===== src/rtl/core/prcs_pkg.sv =====
// Shared types, widths and helpers of the pairwise rigid consistency score block.
package prcs_pkg;

  localparam int COORD_W = 20;   // signed Q.16 coordinate
  localparam int MAG_W   = 20;   // magnitude of a per-axis difference
  localparam int REG_W   = 16;   // configuration register width
  localparam int IDX_W   = 1;    // configuration register index width
  localparam int SQ_W    = 2 * MAG_W;       // one squared axis
  localparam int SUM_W   = SQ_W + 2;        // sum of three squares
  localparam int ROOT_W  = SUM_W / 2;       // floor square root
  localparam int CUT_W   = REG_W + 2;       // three times the tolerance
  localparam int T2_W    = 2 * REG_W;       // tolerance squared
  localparam int D2_W    = 2 * CUT_W;       // kept length difference squared
  localparam int NUM_W   = T2_W + 4 + 12;   // (9 t^2 - d^2) in Q.12
  localparam int DEN_W   = T2_W + 1;        // 2 t^2
  localparam int SCORE_W = 15;
  localparam int SCORE_MAX = 18432;

  localparam int SQRT_STEPS_DEF = 3;        // root bits per pipeline stage
  localparam int DIV_STEPS_DEF  = 2;        // quotient bits per pipeline stage

  localparam logic [REG_W-1:0] NEAR_LIMIT_RST = 16'd655;
  localparam logic [REG_W-1:0] MATCH_TOL_RST  = 16'd655;

  localparam logic [IDX_W-1:0] REG_NEAR_LIMIT = 1'd0;
  localparam logic [IDX_W-1:0] REG_MATCH_TOL  = 1'd1;

  typedef struct packed {
    logic signed [COORD_W-1:0] a_first_x;
    logic signed [COORD_W-1:0] a_first_y;
    logic signed [COORD_W-1:0] a_first_z;
    logic signed [COORD_W-1:0] a_second_x;
    logic signed [COORD_W-1:0] a_second_y;
    logic signed [COORD_W-1:0] a_second_z;
    logic signed [COORD_W-1:0] b_first_x;
    logic signed [COORD_W-1:0] b_first_y;
    logic signed [COORD_W-1:0] b_first_z;
    logic signed [COORD_W-1:0] b_second_x;
    logic signed [COORD_W-1:0] b_second_y;
    logic signed [COORD_W-1:0] b_second_z;
  } pair_item_t;

  typedef struct packed {
    logic [SCORE_W-1:0] score;
    logic               keep;
  } score_item_t;

  // |a - b| of two signed coordinates; always fits MAG_W bits
  function automatic logic [MAG_W-1:0] abs_diff(input logic [COORD_W-1:0] a,
                                                 input logic [COORD_W-1:0] b);
    logic [COORD_W:0] d;
    d = {a[COORD_W-1], a} - {b[COORD_W-1], b};
    abs_diff = d[COORD_W] ? MAG_W'(-d) : MAG_W'(d);
  endfunction

endpackage


===== src/rtl/core/prcs_div.sv =====
// Pipelined restoring divider, a few quotient bits per stage.
module prcs_div #(
  parameter int NUM_W = prcs_pkg::NUM_W,
  parameter int DEN_W = prcs_pkg::DEN_W,
  parameter int Q_W   = prcs_pkg::SCORE_W,
  parameter int STEPS = prcs_pkg::DIV_STEPS_DEF
) (
  input  logic             clk,
  input  logic             en,
  input  logic [NUM_W-1:0] num,
  input  logic [DEN_W-1:0] den,
  output logic [Q_W-1:0]   quo
);
  localparam int STAGES = (Q_W + STEPS - 1) / STEPS;
  localparam int NSTEP  = STAGES * STEPS;
  localparam int DW     = (DEN_W + NSTEP - 1 > NUM_W) ? DEN_W + NSTEP - 1 : NUM_W;

  logic [DW-1:0]    rem_s [STAGES+1];
  logic [DW-1:0]    dsh_s [STAGES+1];
  logic [NSTEP-1:0] q_s   [STAGES+1];

  assign rem_s[0] = DW'(num);
  assign dsh_s[0] = DW'(den) << (NSTEP - 1);
  assign q_s[0]   = '0;

  for (genvar s = 0; s < STAGES; s++) begin : g_stage
    logic [DW-1:0]    rem_next, dsh_next;
    logic [NSTEP-1:0] q_next;
    logic [DW-1:0]    rem_q, dsh_q;
    logic [NSTEP-1:0] q_q;

    always_comb begin
      rem_next = rem_s[s];
      dsh_next = dsh_s[s];
      q_next   = q_s[s];
      for (int k = 0; k < STEPS; k++) begin
        if (rem_next >= dsh_next) begin
          rem_next = rem_next - dsh_next;
          q_next   = {q_next[NSTEP-2:0], 1'b1};
        end else begin
          q_next   = {q_next[NSTEP-2:0], 1'b0};
        end
        dsh_next = dsh_next >> 1;
      end
    end

    always_ff @(posedge clk) begin
      if (en) begin
        rem_q <= rem_next;
        dsh_q <= dsh_next;
        q_q   <= q_next;
      end
    end

    assign rem_s[s+1] = rem_q;
    assign dsh_s[s+1] = dsh_q;
    assign q_s[s+1]   = q_q;
  end

  assign quo = q_s[STAGES][Q_W-1:0];

endmodule


===== config.mk =====
export PLATFORM = sky130hd
export DESIGN_NAME = prcs_div
export DESIGN_NICKNAME = d
export VERILOG_FILES = /design/src/rtl/core/prcs_pkg.sv /design/src/rtl/core/prcs_div.sv
export SDC_FILE = /design/constraint.sdc
export NUM_CORES = 2
export LEC_CHECK = 0
export ABC_AREA = 0
export BUFFER_PORTS_ARGS = -buffer_cell sky130_fd_sc_hd__buf_2
export CORE_ASPECT_RATIO = 0.75
export CORE_MARGIN = 5
export CORE_UTILIZATION = 65
export DETAILED_ROUTE_END_ITERATION = 6
export PLACE_DENSITY = 0.82
export SLEW_MARGIN = 10
export SYNTH_ARGS = -nofsm -noshare
export SYNTH_HDL_FRONTEND = slang
export SYNTH_SLANG_ARGS = --single-unit

===== constraint.sdc =====
create_clock -name clk -period 10.5 [get_ports clk]
set_input_delay 2.1 -clock clk [delete_from_list [all_inputs] [get_ports clk]]
set_output_delay 2.1 -clock clk [all_outputs]
set_load 0.05 [all_outputs]

==> flow_summary.json <==
{
  "dp.cells": 6877,
  "synth_top_family_by_area": "compound AO/OA/AOI/OAI gates",
  "syn_avg_cell_area_um2": 9.21,
  "worst-path-buf-inv": 2,
  "gr-total-overflow": 0,
  "antenna_found_initial": 1,
  "antennaDiodeCount": 0,
  "maxSlewHeadroom": 0.163,
  "port_buffers": 97,
  "die_w_um": 342,
  "drt_pass1_iterations": 7,
  "holdPathEnd": "g_stage[6].q_q[4]",
  "clk_path_buf_depth": 3,
  "final_nets": 6506,
  "postSynthCellCount": 5820,
  "critPathLaunchType": "flop",
  "synth.mux.area_fraction": 0.0323,
  "cts_hold_buf": 0,
  "fin_setup_tns_ns": 0,
  "critPathCaptureType": "flop",
  "fin_crit_ns": 9.29,
  "synth_cell_types": 113,
  "routed_wl_um": 150000,
  "layout_common_cells": "edfxtp_1 (631), a21oi_1 (575), ha_1 (528)",
  "critPathMaxFanout": 74,
  "hold_viol_final": 0,
  "hold_start": "g_stage[5].q_q[2]",
  "fin_skew_ns": 0.0300,
  "timing.final.ws_setup_ns": 1.21,
  "postSynthRegisterBits": 631,
  "r2r-start": "g_stage[5].dsh_q[4]",
  "cp_cell_sequence": "inv_1 > ha_1 > nor2b_1 > o31a_1 > o311ai_1 > a21oi_2 > o21ai_1 > and2_4 > clkinv_1 > nor2_1 > a21oi_1 > fa_1 > a211o_1 > a2111oi_2 > nor3_1 > o31ai_1 > a21boi_1 > o311ai_0 > o211ai_1 > a211oi_1 > nand4_1 > and4b_4 > mux2_1",
  "ioPinCount": 98,
  "hpwl_um": 118000,
  "cp-startpoint": "g_stage[5].dsh_q[4]",
  "vias": 45600,
  "syn_nets": 6446,
  "tightestPinTransition_ns": 1.24,
  "synthArstFlopShare": 0,
  "max_freq_mhz": 108,
  "drv_slew": 0,
  "period_share": 0.885,
  "rsz0062_at_grt": "no",
  "synth_simple_gate_area_frac": 0.156,
  "crit_family": "compound AO/OA/AOI/OAI gates",
  "synth_flop_cell": "edfxtp_1",
  "met2WireLength_um": 56000,
  "cts_setup_buffers": 0,
  "grt_first_pass_wirelength_um": 231000,
  "initial_core_util": 0.654,
  "yosysSeqAreaShare": 0.353,
  "drc_errors": 1,
  "maxUsedRoutingLayer": "met4",
  "drv_cap": 0,
  "drtIter0Drc": 6406,
  "ys_warn_count": 0,
  "hp-class": "reg2reg",
  "critPathArrivalTime_ns": 9.68,
  "clock_latency_ns": 0.65,
  "gp_congestion": 1.01,
  "cp_num_cells": 23,
  "synth-xor-area-share": 0.0815,
  "synthAdderAreaFrac": 0.129,
  "cts_tree": "yes",
  "drive_gt1_frac": 0.0741,
  "violations": "DRC",
  "clock-root-buffer": "clkbuf_16",
  "setup_violations": 0,
  "synth_area_um2": 53600,
  "clock_sinks": 631,
  "yosysTopAreaCellShare": 0.353,
  "status": "finished, violations left",
  "cts_buffers": 70,
  "r2r-end": "g_stage[6].rem_q[3]",
  "critPathSlowestCell": "o311ai_1",
  "grt_pass1_vias": 40900,
  "ff2ff_setup_slack_ns": 1.21,
  "placed_cell_area_um2": 55100,
  "dr_wl_met3_um": 20300,
  "dieArea_um2": 88400,
  "final_cell_count_no_fill": 7005,
  "area_growth_syn_to_layout_pct": 7.10,
  "path_clk_slew_ns": 0.07,
  "final_common_cell": "edfxtp_1",
  "synth_compound_area_frac": 0.206,
  "grt_max_degree": 172,
  "required_ns": 10.89,
  "fillers": 6385,
  "post-place-ws_ns": 1.21,
  "grtUsageTotal": 0.327,
  "cts_resized": 0,
  "slowest_delay_ns": 1.02,
  "viasPerCell": 6.50,
  "core_um2": 82000,
  "wire_per_inst_um": 21.4,
  "htree_levels": 3,
  "rows": 91,
  "fp.dieH_um": 259,
  "met1_length_um": 71400,
  "synth.area.top_cells": "edfxtp_1 (35%), ha_1 (12%), a21oi_1 (5.4%)",
  "crit_type": "reg2reg",
  "synth_edf_count": 631,
  "hold_depth": 0,
  "antenna_left": 0,
  "design_area_um2": 57400,
  "yosysTopAreaCell": "edfxtp_1",
  "rr_worst_depth": 23
}
-- metrics by stage --
| step | util | hold slack (ns) |
|---|---|---|
| floorplan | - | 0.400 |
| global placement | 0.672 | 0.401 |
| detailed placement | 0.672 | 0.405 |
| CTS | 0.700 | 0.419 |
| global route | 0.700 | 0.423 |
| finish | 0.700 | 0.415 |
-- routing by layer --
| metal | vias to the layer above | global-route usage |
|---|---|---|
| li1 | 21700 | - |
| met1 | 21400 | 0.537 |
| met2 | 2264 | 0.425 |
| met3 | 156 | 0.0962 |
| met4 | 0 | 0.0502 |
| met5 | - | 0 |
-- cell type report --
| type | count | area, um^2 | area share |
|---|---|---|---|
| Multi-Input combinational cell | 4625 | 32500 | 0.565 |
| Sequential cell | 631 | 18900 | 0.330 |
| Clock buffer | 87 | 1840 | 0.0320 |
| Inverter | 422 | 1590 | 0.0276 |
| Tap cell | 1069 | 1340 | 0.0233 |
| Timing Repair Buffer | 130 | 793 | 0.0138 |
| Clock inverter | 41 | 463 | 0.00806 |
-- how the worst max path moves through the flow --
stage,endpoint
after floorplan,g_stage[0].rem_q[22]
after global placement,g_stage[0].rem_q[22]
after detailed placement,g_stage[0].rem_q[22]
after CTS,g_stage[6].rem_q[3]
after global routing,g_stage[6].rem_q[3]
final,g_stage[6].rem_q[3]
-- cell families (layout without fill, tap and decap cells) --
logic type                 count (synthesis)  count (layout)
buffers and inverters                    564             680
adders and majority gates                543             543
AOI/OAI and AO/OA                       1762            1762
muxes                                    156             156
DFF                                      631             631
and+or+nand+nor                         1665            1665
xor gates and xnor gates                 499             499
-- flip-flops by register name, summed over array words and instances, names as in the netlist --
register,count
g_stage.rem_q,336
g_stage.dsh_q,231
g_stage.q_q,64
-- synthesized netlist by cell type, types with 24 or more instances --
cell type  count
edfxtp_1     631
o31ai_1       37
xnor2_1      328
mux2_1        35
nand4_1      104
nand2b_1      62
nor2b_1       77
nand3_1      107
xor2_1       171
nor4_1        39
a21oi_1      577
o211ai_1      33
o21bai_1      79
a211oi_1      38
clkbuf_1      86
o21ai_0      398
nor3_1        97
nor2_1       383
or3_1         38
ha_1         528
and2_1        44
buf_2         24
nand2_1      506
mux2_2       102
a21o_1       245
and3_1        57
o21a_1        75
a31oi_1       45
inv_1        412
Power is left out: the tool's default activity adds up to more than one toggle a clock period on the data nets, which glitch-free logic cannot reach.
