`src/rtl/core/prcs_pkg.sv`:
```
// Shared types, widths and helpers of the pairwise rigid consistency score block.
package prcs_pkg;

  localparam int COORD_W = 20;   // signed Q.16 coordinate
  localparam int MAG_W   = 20;   // magnitude of a per-axis difference
  localparam int REG_W   = 16;   // configuration register width
  localparam int IDX_W   = 1;    // configuration register index width
  localparam int SQ_W    = 2 * MAG_W;       // one squared axis
  localparam int SUM_W   = SQ_W + 2;        // sum of three squares
  localparam int ROOT_W  = SUM_W / 2;       // floor square root
  localparam int CUT_W   = REG_W + 2;       // three times the tolerance
  localparam int T2_W    = 2 * REG_W;       // tolerance squared
  localparam int D2_W    = 2 * CUT_W;       // kept length difference squared
  localparam int NUM_W   = T2_W + 4 + 12;   // (9 t^2 - d^2) in Q.12
  localparam int DEN_W   = T2_W + 1;        // 2 t^2
  localparam int SCORE_W = 15;
  localparam int SCORE_MAX = 18432;

  localparam int SQRT_STEPS_DEF = 3;        // root bits per pipeline stage
  localparam int DIV_STEPS_DEF  = 2;        // quotient bits per pipeline stage

  localparam logic [REG_W-1:0] NEAR_LIMIT_RST = 16'd655;
  localparam logic [REG_W-1:0] MATCH_TOL_RST  = 16'd655;

  localparam logic [IDX_W-1:0] REG_NEAR_LIMIT = 1'd0;
  localparam logic [IDX_W-1:0] REG_MATCH_TOL  = 1'd1;

  typedef struct packed {
    logic signed [COORD_W-1:0] a_first_x;
    logic signed [COORD_W-1:0] a_first_y;
    logic signed [COORD_W-1:0] a_first_z;
    logic signed [COORD_W-1:0] a_second_x;
    logic signed [COORD_W-1:0] a_second_y;
    logic signed [COORD_W-1:0] a_second_z;
    logic signed [COORD_W-1:0] b_first_x;
    logic signed [COORD_W-1:0] b_first_y;
    logic signed [COORD_W-1:0] b_first_z;
    logic signed [COORD_W-1:0] b_second_x;
    logic signed [COORD_W-1:0] b_second_y;
    logic signed [COORD_W-1:0] b_second_z;
  } pair_item_t;

  typedef struct packed {
    logic [SCORE_W-1:0] score;
    logic               keep;
  } score_item_t;

  // |a - b| of two signed coordinates; always fits MAG_W bits
  function automatic logic [MAG_W-1:0] abs_diff(input logic [COORD_W-1:0] a,
                                                 input logic [COORD_W-1:0] b);
    logic [COORD_W:0] d;
    d = {a[COORD_W-1], a} - {b[COORD_W-1], b};
    abs_diff = d[COORD_W] ? MAG_W'(-d) : MAG_W'(d);
  endfunction

endpackage

```
`src/rtl/core/prcs_sqrt.sv`:
```
// Pipelined floor square root, a few root bits per stage.
module prcs_sqrt #(
  parameter int RAD_W  = prcs_pkg::SUM_W,
  parameter int STEPS  = prcs_pkg::SQRT_STEPS_DEF
) (
  input  logic                   clk,
  input  logic                   en,
  input  logic [RAD_W-1:0]       value,
  output logic [RAD_W/2-1:0]     root
);
  localparam int ROOT_W = RAD_W / 2;
  localparam int STAGES = (ROOT_W + STEPS - 1) / STEPS;
  localparam int PW     = 2 * STAGES * STEPS;
  localparam int REM_W  = ROOT_W + 3;

  logic [PW-1:0]     rad_s  [STAGES+1];
  logic [REM_W-1:0]  rem_s  [STAGES+1];
  logic [ROOT_W-1:0] root_s [STAGES+1];

  assign rad_s[0]  = PW'(value);
  assign rem_s[0]  = '0;
  assign root_s[0] = '0;

  for (genvar s = 0; s < STAGES; s++) begin : g_stage
    logic [PW-1:0]     rad_next;
    logic [REM_W-1:0]  rem_next;
    logic [ROOT_W-1:0] root_next;
    logic [PW-1:0]     rad_q;
    logic [REM_W-1:0]  rem_q;
    logic [ROOT_W-1:0] root_q;

    always_comb begin
      logic [ROOT_W+1:0] trial;
      rad_next  = rad_s[s];
      rem_next  = rem_s[s];
      root_next = root_s[s];
      for (int k = 0; k < STEPS; k++) begin
        rem_next = {rem_next[REM_W-3:0], rad_next[PW-1 -: 2]};
        rad_next = rad_next << 2;
        trial    = {root_next, 2'b01};
        if (rem_next >= REM_W'(trial)) begin
          rem_next  = rem_next - REM_W'(trial);
          root_next = {root_next[ROOT_W-2:0], 1'b1};
        end else begin
          root_next = {root_next[ROOT_W-2:0], 1'b0};
        end
      end
    end

    always_ff @(posedge clk) begin
      if (en) begin
        rad_q  <= rad_next;
        rem_q  <= rem_next;
        root_q <= root_next;
      end
    end

    assign rad_s[s+1]  = rad_q;
    assign rem_s[s+1]  = rem_q;
    assign root_s[s+1] = root_q;
  end

  assign root = root_s[STAGES];

endmodule

```
`config.mk`:
```
export PLATFORM = sky130hd
export DESIGN_NAME = prcs_sqrt
export DESIGN_NICKNAME = d
export VERILOG_FILES = /design/src/rtl/core/prcs_pkg.sv /design/src/rtl/core/prcs_sqrt.sv
export SDC_FILE = /design/constraint.sdc
export NUM_CORES = 1
export LEC_CHECK = 0
export BUFFER_PORTS_ARGS = -buffer_cell sky130_fd_sc_hd__buf_2
export CAP_MARGIN = 0
export CORE_AREA = 5 5 245 247
export DETAILED_ROUTE_END_ITERATION = 16
export DIE_AREA = 0 0 250 252
export PLACE_DENSITY = 0.77
export SLEW_MARGIN = 5
export SYNTH_ARGS = -nofsm -noshare
export SYNTH_HDL_FRONTEND = slang
export SYNTH_SLANG_ARGS = --single-unit
```
`constraint.sdc`:
```
create_clock -name clk -period 7.2 [get_ports clk]
set_input_delay 1.08 -clock clk [delete_from_list [all_inputs] [get_ports clk]]
set_output_delay 1.08 -clock clk [all_outputs]
set_load 0.02 [all_outputs]
```
==> run summary <==
### Setup path
* g_stage[4].rem_q[9]$_DFFE_PP_ — worst setup path start
* 0.44 ns — Max stage delay on crit path
* reg2reg — Critical Setup Path Class
* 0.04 ns — flop-to-flop setup slack
* flip-flop — Critical Path Source Type
* flip-flop — Critical Path Sink Type
* g_stage[4].rem_q[9]$_DFFE_PP_ — Crit Reg-Reg Startpoint
* 7 — maximum fanout encountered on the critical timing path
* sky130_fd_sc_hd__edfxtp_1 — critical path's slowest cell
* g_stage[5].rem_q[12]$_DFFE_PP_ — capture point of the critical path
* 34 — number of cells on the worst reg-to-reg path
* sky130_fd_sc_hd__a21o_1 — dominant cell type by count on the critical path
* 7.51 ns — CP Data Required Time
* 7.47 ns — CP arrival
* g_stage[5].rem_q[12]$_DFFE_PP_ — capture instance of the worst register-to-register path

### Finish
* 20.5% — synthesis-to-finish area growth
* 10300 um^2 — sequential cell area in the final layout
* sky130_fd_sc_hd__buf_4 — most common cell after layout, fill and taps aside
* 4769 — number of fill cells
* 3803 — Final Net Count
* 17900 um^2 — area of combinational cells with multiple inputs
* 0.208 — proportion of layout cells with a drive suffix above 1
* 4302 — number of standard cells in the layout, taps in and fillers out
* sky130_fd_sc_hd__buf_4, sky130_fd_sc_hd__edfxtp_1, sky130_fd_sc_hd__nor2_1 — leading cell types in the layout, fill and taps excluded

### Routing
* 17.8 um — detail-routed net length per standard cell
* 5 — first-pass detailed-route iteration total
* 0 — number of nets with antenna violations after routing
* 25107 — number of vias after detailed routing
* 76500 um — WL final
* 2088 — starting DRC count in detailed routing
* 0 — # DRC
* 5.84 — number of vias per cell

### Floorplanning
* 63000 um^2 — total die area
* 0.495 — effective utilization at floorplan
* 88 — site row count
* 65 — IO Pins
* 252 um — Die Height
* 250 um — die width
* 57400 um^2 — core outline area

### Power and ir drop
* 0.140 — Clock Power Share
* 5.69 mW — sw power
* 7.59 mW — Pint
* 13.3 mW — post-route total power
* 388 nW/um^2 — power density over cell area
* 0.428 — share of total power consumed by net switching
* 0.000242 V — Peak supply drop
* 0.229 — Flop pwr share
* 14.4 nW — LEAKAGE
* 0.631 — Gate power share

### Place
* 4181 — number of placed instances, taps included
* 64 — total of buffers placed on input and output ports
* 59300 um — Detail Placement HPWL
* 0.959 — weighted congestion at the end of routability-driven global placement

### STA
* 0.0122 ns — Setup Skew
* 7.16 ns — shortest clock period the worst path allows after layout
* 140 MHz — Achievable Freq
* 0 — number of pins with negative max-slew slack in the final report
* 0.995 — crit share post-route
* 0 — setup violation total in the final timing report
* 0.315 — worst slew slack as a fraction of its limit
* 0 ns — final total negative setup slack
* yes — unrepaired setup endpoints after global routing
* 0 — hold violation total from the final report
* 1.03 ns — Worst Tran Pin Value

### Yosys
* sky130_fd_sc_hd__edfxtp_1 — Primary FF master, synth
* 342 — number of synthesized flops with an enable pin
* 28400 um^2 — Netlist Area Pre-Place
* 0.362 — sequential area share after synthesis
* 9.19 um^2 — Post-Synthesis Mean Instance Area
* 0 — Async SR Flop Fraction
* 342 — number of synthesized register bits
* 0 — total number of yosys warnings
* 3088 — synthesized instance count
* 104 — number of different library cells in the post-synthesis netlist

### Flow run
* 0 — max-cap check violation count

### Global routing
* 23583 — number of global-route vias before repair
* 120000 um — global-route wire length before repair
* 0 — number of antenna violations at the first check in global routing
* 0.229 — GRT Util Overall
* 161 — largest net degree at the start of global routing
* 0 — total gr overflow

### CTS
* 38 — Num CTS Buffers
* 0 — number of hold buffers added after CTS
* 0.57 ns — worst-skew pair later-pin latency
* 0.07 ns — Clk pin slew, worst setup/hold paths
* 3 — number of buffers between clock root and the deepest sink
* sky130_fd_sc_hd__clkbuf_16 — buffer type at the clock tree root
* done — CTS tree
* 342 — sinks on the clock net
* 2 — Max H-tree Level

### Outcome
* complete, no violations — result of the run

### Worst hold path
* reg2reg — worst hold path type

repair_timing:
action	4_1_cts	5_1_grt
buffers inserted	7	45
setup endpoints to repair	23	112
pin swaps	8	59
cloned	0	2
resized for setup	20	144
synth_stat cells, types with 21 or more instances:
master | count | area share
sky130_fd_sc_hd__nand2b_1 | 50 | 0.011
sky130_fd_sc_hd__inv_1 | 172 | 0.023
sky130_fd_sc_hd__a211oi_1 | 29 | 0.0077
sky130_fd_sc_hd__nor2_1 | 285 | 0.038
sky130_fd_sc_hd__nor3_1 | 91 | 0.016
sky130_fd_sc_hd__nand2_1 | 246 | 0.033
sky130_fd_sc_hd__nor2b_1 | 43 | 0.0095
sky130_fd_sc_hd__or2_2 | 23 | 0.0051
sky130_fd_sc_hd__a21o_1 | 95 | 0.025
sky130_fd_sc_hd__clkbuf_1 | 49 | 0.0065
sky130_fd_sc_hd__mux2i_1 | 27 | 0.0095
sky130_fd_sc_hd__nor4_1 | 25 | 0.0055
sky130_fd_sc_hd__xor2_1 | 94 | 0.029
sky130_fd_sc_hd__and2_1 | 24 | 0.0053
sky130_fd_sc_hd__a21oi_1 | 275 | 0.048
sky130_fd_sc_hd__o21bai_1 | 25 | 0.0066
sky130_fd_sc_hd__o21ai_0 | 161 | 0.028
sky130_fd_sc_hd__or3_1 | 22 | 0.0048
sky130_fd_sc_hd__ha_1 | 251 | 0.11
sky130_fd_sc_hd__o211ai_1 | 21 | 0.0056
sky130_fd_sc_hd__a31oi_1 | 26 | 0.0057
sky130_fd_sc_hd__edfxtp_1 | 342 | 0.36
sky130_fd_sc_hd__nand3_1 | 76 | 0.013
sky130_fd_sc_hd__nand4_1 | 39 | 0.0086
sky130_fd_sc_hd__mux2_2 | 40 | 0.016
sky130_fd_sc_hd__o21a_1 | 38 | 0.010
sky130_fd_sc_hd__o31ai_1 | 28 | 0.0074
sky130_fd_sc_hd__xnor2_1 | 180 | 0.056
sky130_fd_sc_hd__and3_1 | 34 | 0.0075
sequential cells by signal (all words and copies together), names as in the netlist:
register / flops
g_stage.rem_q: 132
g_stage.rad_q: 126
g_stage.root_q: 63
root: 21
power groups by stage:
stage          Sequential [mW]  Clock, mW  Combinational (mW)
6_report                  3.05       1.85                8.38
5_1_grt                   3.08       1.98                9.20
4_1_cts                   3.03       1.91                7.81
3_5_place_dp              3.06          0                7.71
3_3_place_gp              3.06          0                7.60
2_1_floorplan             2.95          0                5.65
per-stage QoR:
step                      instance area [um^2]  setup slack (ns)  hold WS (ns)  utilization
after global placement                   32000           -0.0151         0.401        0.557
after CTS                                33300          0.000973         0.416        0.580
after floorplan                          28500            0.0131         0.400            -
after global routing                     34200            -0.323         0.421        0.596
final                                    34200            0.0385         0.416        0.596
after detailed placement                 32000            -0.234         0.405        0.557
per-layer routing:
| layer | global-route usage | part of all wire | vias up |
|---|---|---|---|
| met1 | 0.311 | 0.43 | 11770 |
| met4 | 0.0734 | 0.035 | 0 |
| li1 | - | - | 12324 |
| met2 | 0.380 | 0.47 | 844 |
| met3 | 0.0340 | 0.066 | 169 |
| met5 | 0 | 0 | - |
worst min-delay path by stage:
stage,startpoint,endpoint,slack [ns],cells past startpoint
2_1_floorplan,g_stage[0].rad_q[6]$_DFFE_PP_,g_stage[1].rad_q[12]$_DFFE_PP_,0.40,0
3_3_place_gp,g_stage[4].rad_q[32]$_DFFE_PP_,g_stage[5].rad_q[38]$_DFFE_PP_,0.40,0
3_5_place_dp,g_stage[0].rad_q[6]$_DFFE_PP_,g_stage[1].rad_q[12]$_DFFE_PP_,0.40,0
4_1_cts,g_stage[1].rad_q[20]$_DFFE_PP_,g_stage[2].rad_q[26]$_DFFE_PP_,0.42,0
5_1_grt,g_stage[4].rad_q[31]$_DFFE_PP_,g_stage[5].rad_q[37]$_DFFE_PP_,0.42,0
6_report,g_stage[1].rad_q[27]$_DFFE_PP_,g_stage[2].rad_q[33]$_DFFE_PP_,0.42,0
cells by family (layout without fill, tap and decap cells):
family,Yosys count,after routing,synth area share
other,1,3,0.000132
XOR/XNOR,276,276,0.0857
flip-flops,342,342,0.362
AND/OR/NAND/NOR,1047,1047,0.187
buffers and inverters,246,693,0.0332
adder cells (fa/ha/maj),251,251,0.111
multiplexers,69,69,0.0262
AO/OA/AOI/OAI,856,856,0.195
worst max-delay path, delay by kind of cell (launching register included):
family / cells / cell delay [ns]
multiplexers: 1 / 0.31
AO/OA/AOI/OAI: 16 / 3.14
adder cells (fa/ha/maj): 3 / 0.94
buffers and inverters: 3 / 0.43
flip-flops: 1 / 0.44
AND/OR/NAND/NOR: 10 / 1.51
XOR/XNOR: 1 / 0.14
cell type report:
class,instances,share of cell area
timing repair buffer,443,0.0945
multi-input combinational,2501,0.522
sequential,342,0.300
tap,765,0.0280
clock inverter,23,0.00508
antenna,1,0.0000732
clock buffer,45,0.0292
inverter,180,0.0204
timing repair inverter,2,0.000512
No activity file was read; power rests on OpenSTA's default activity.
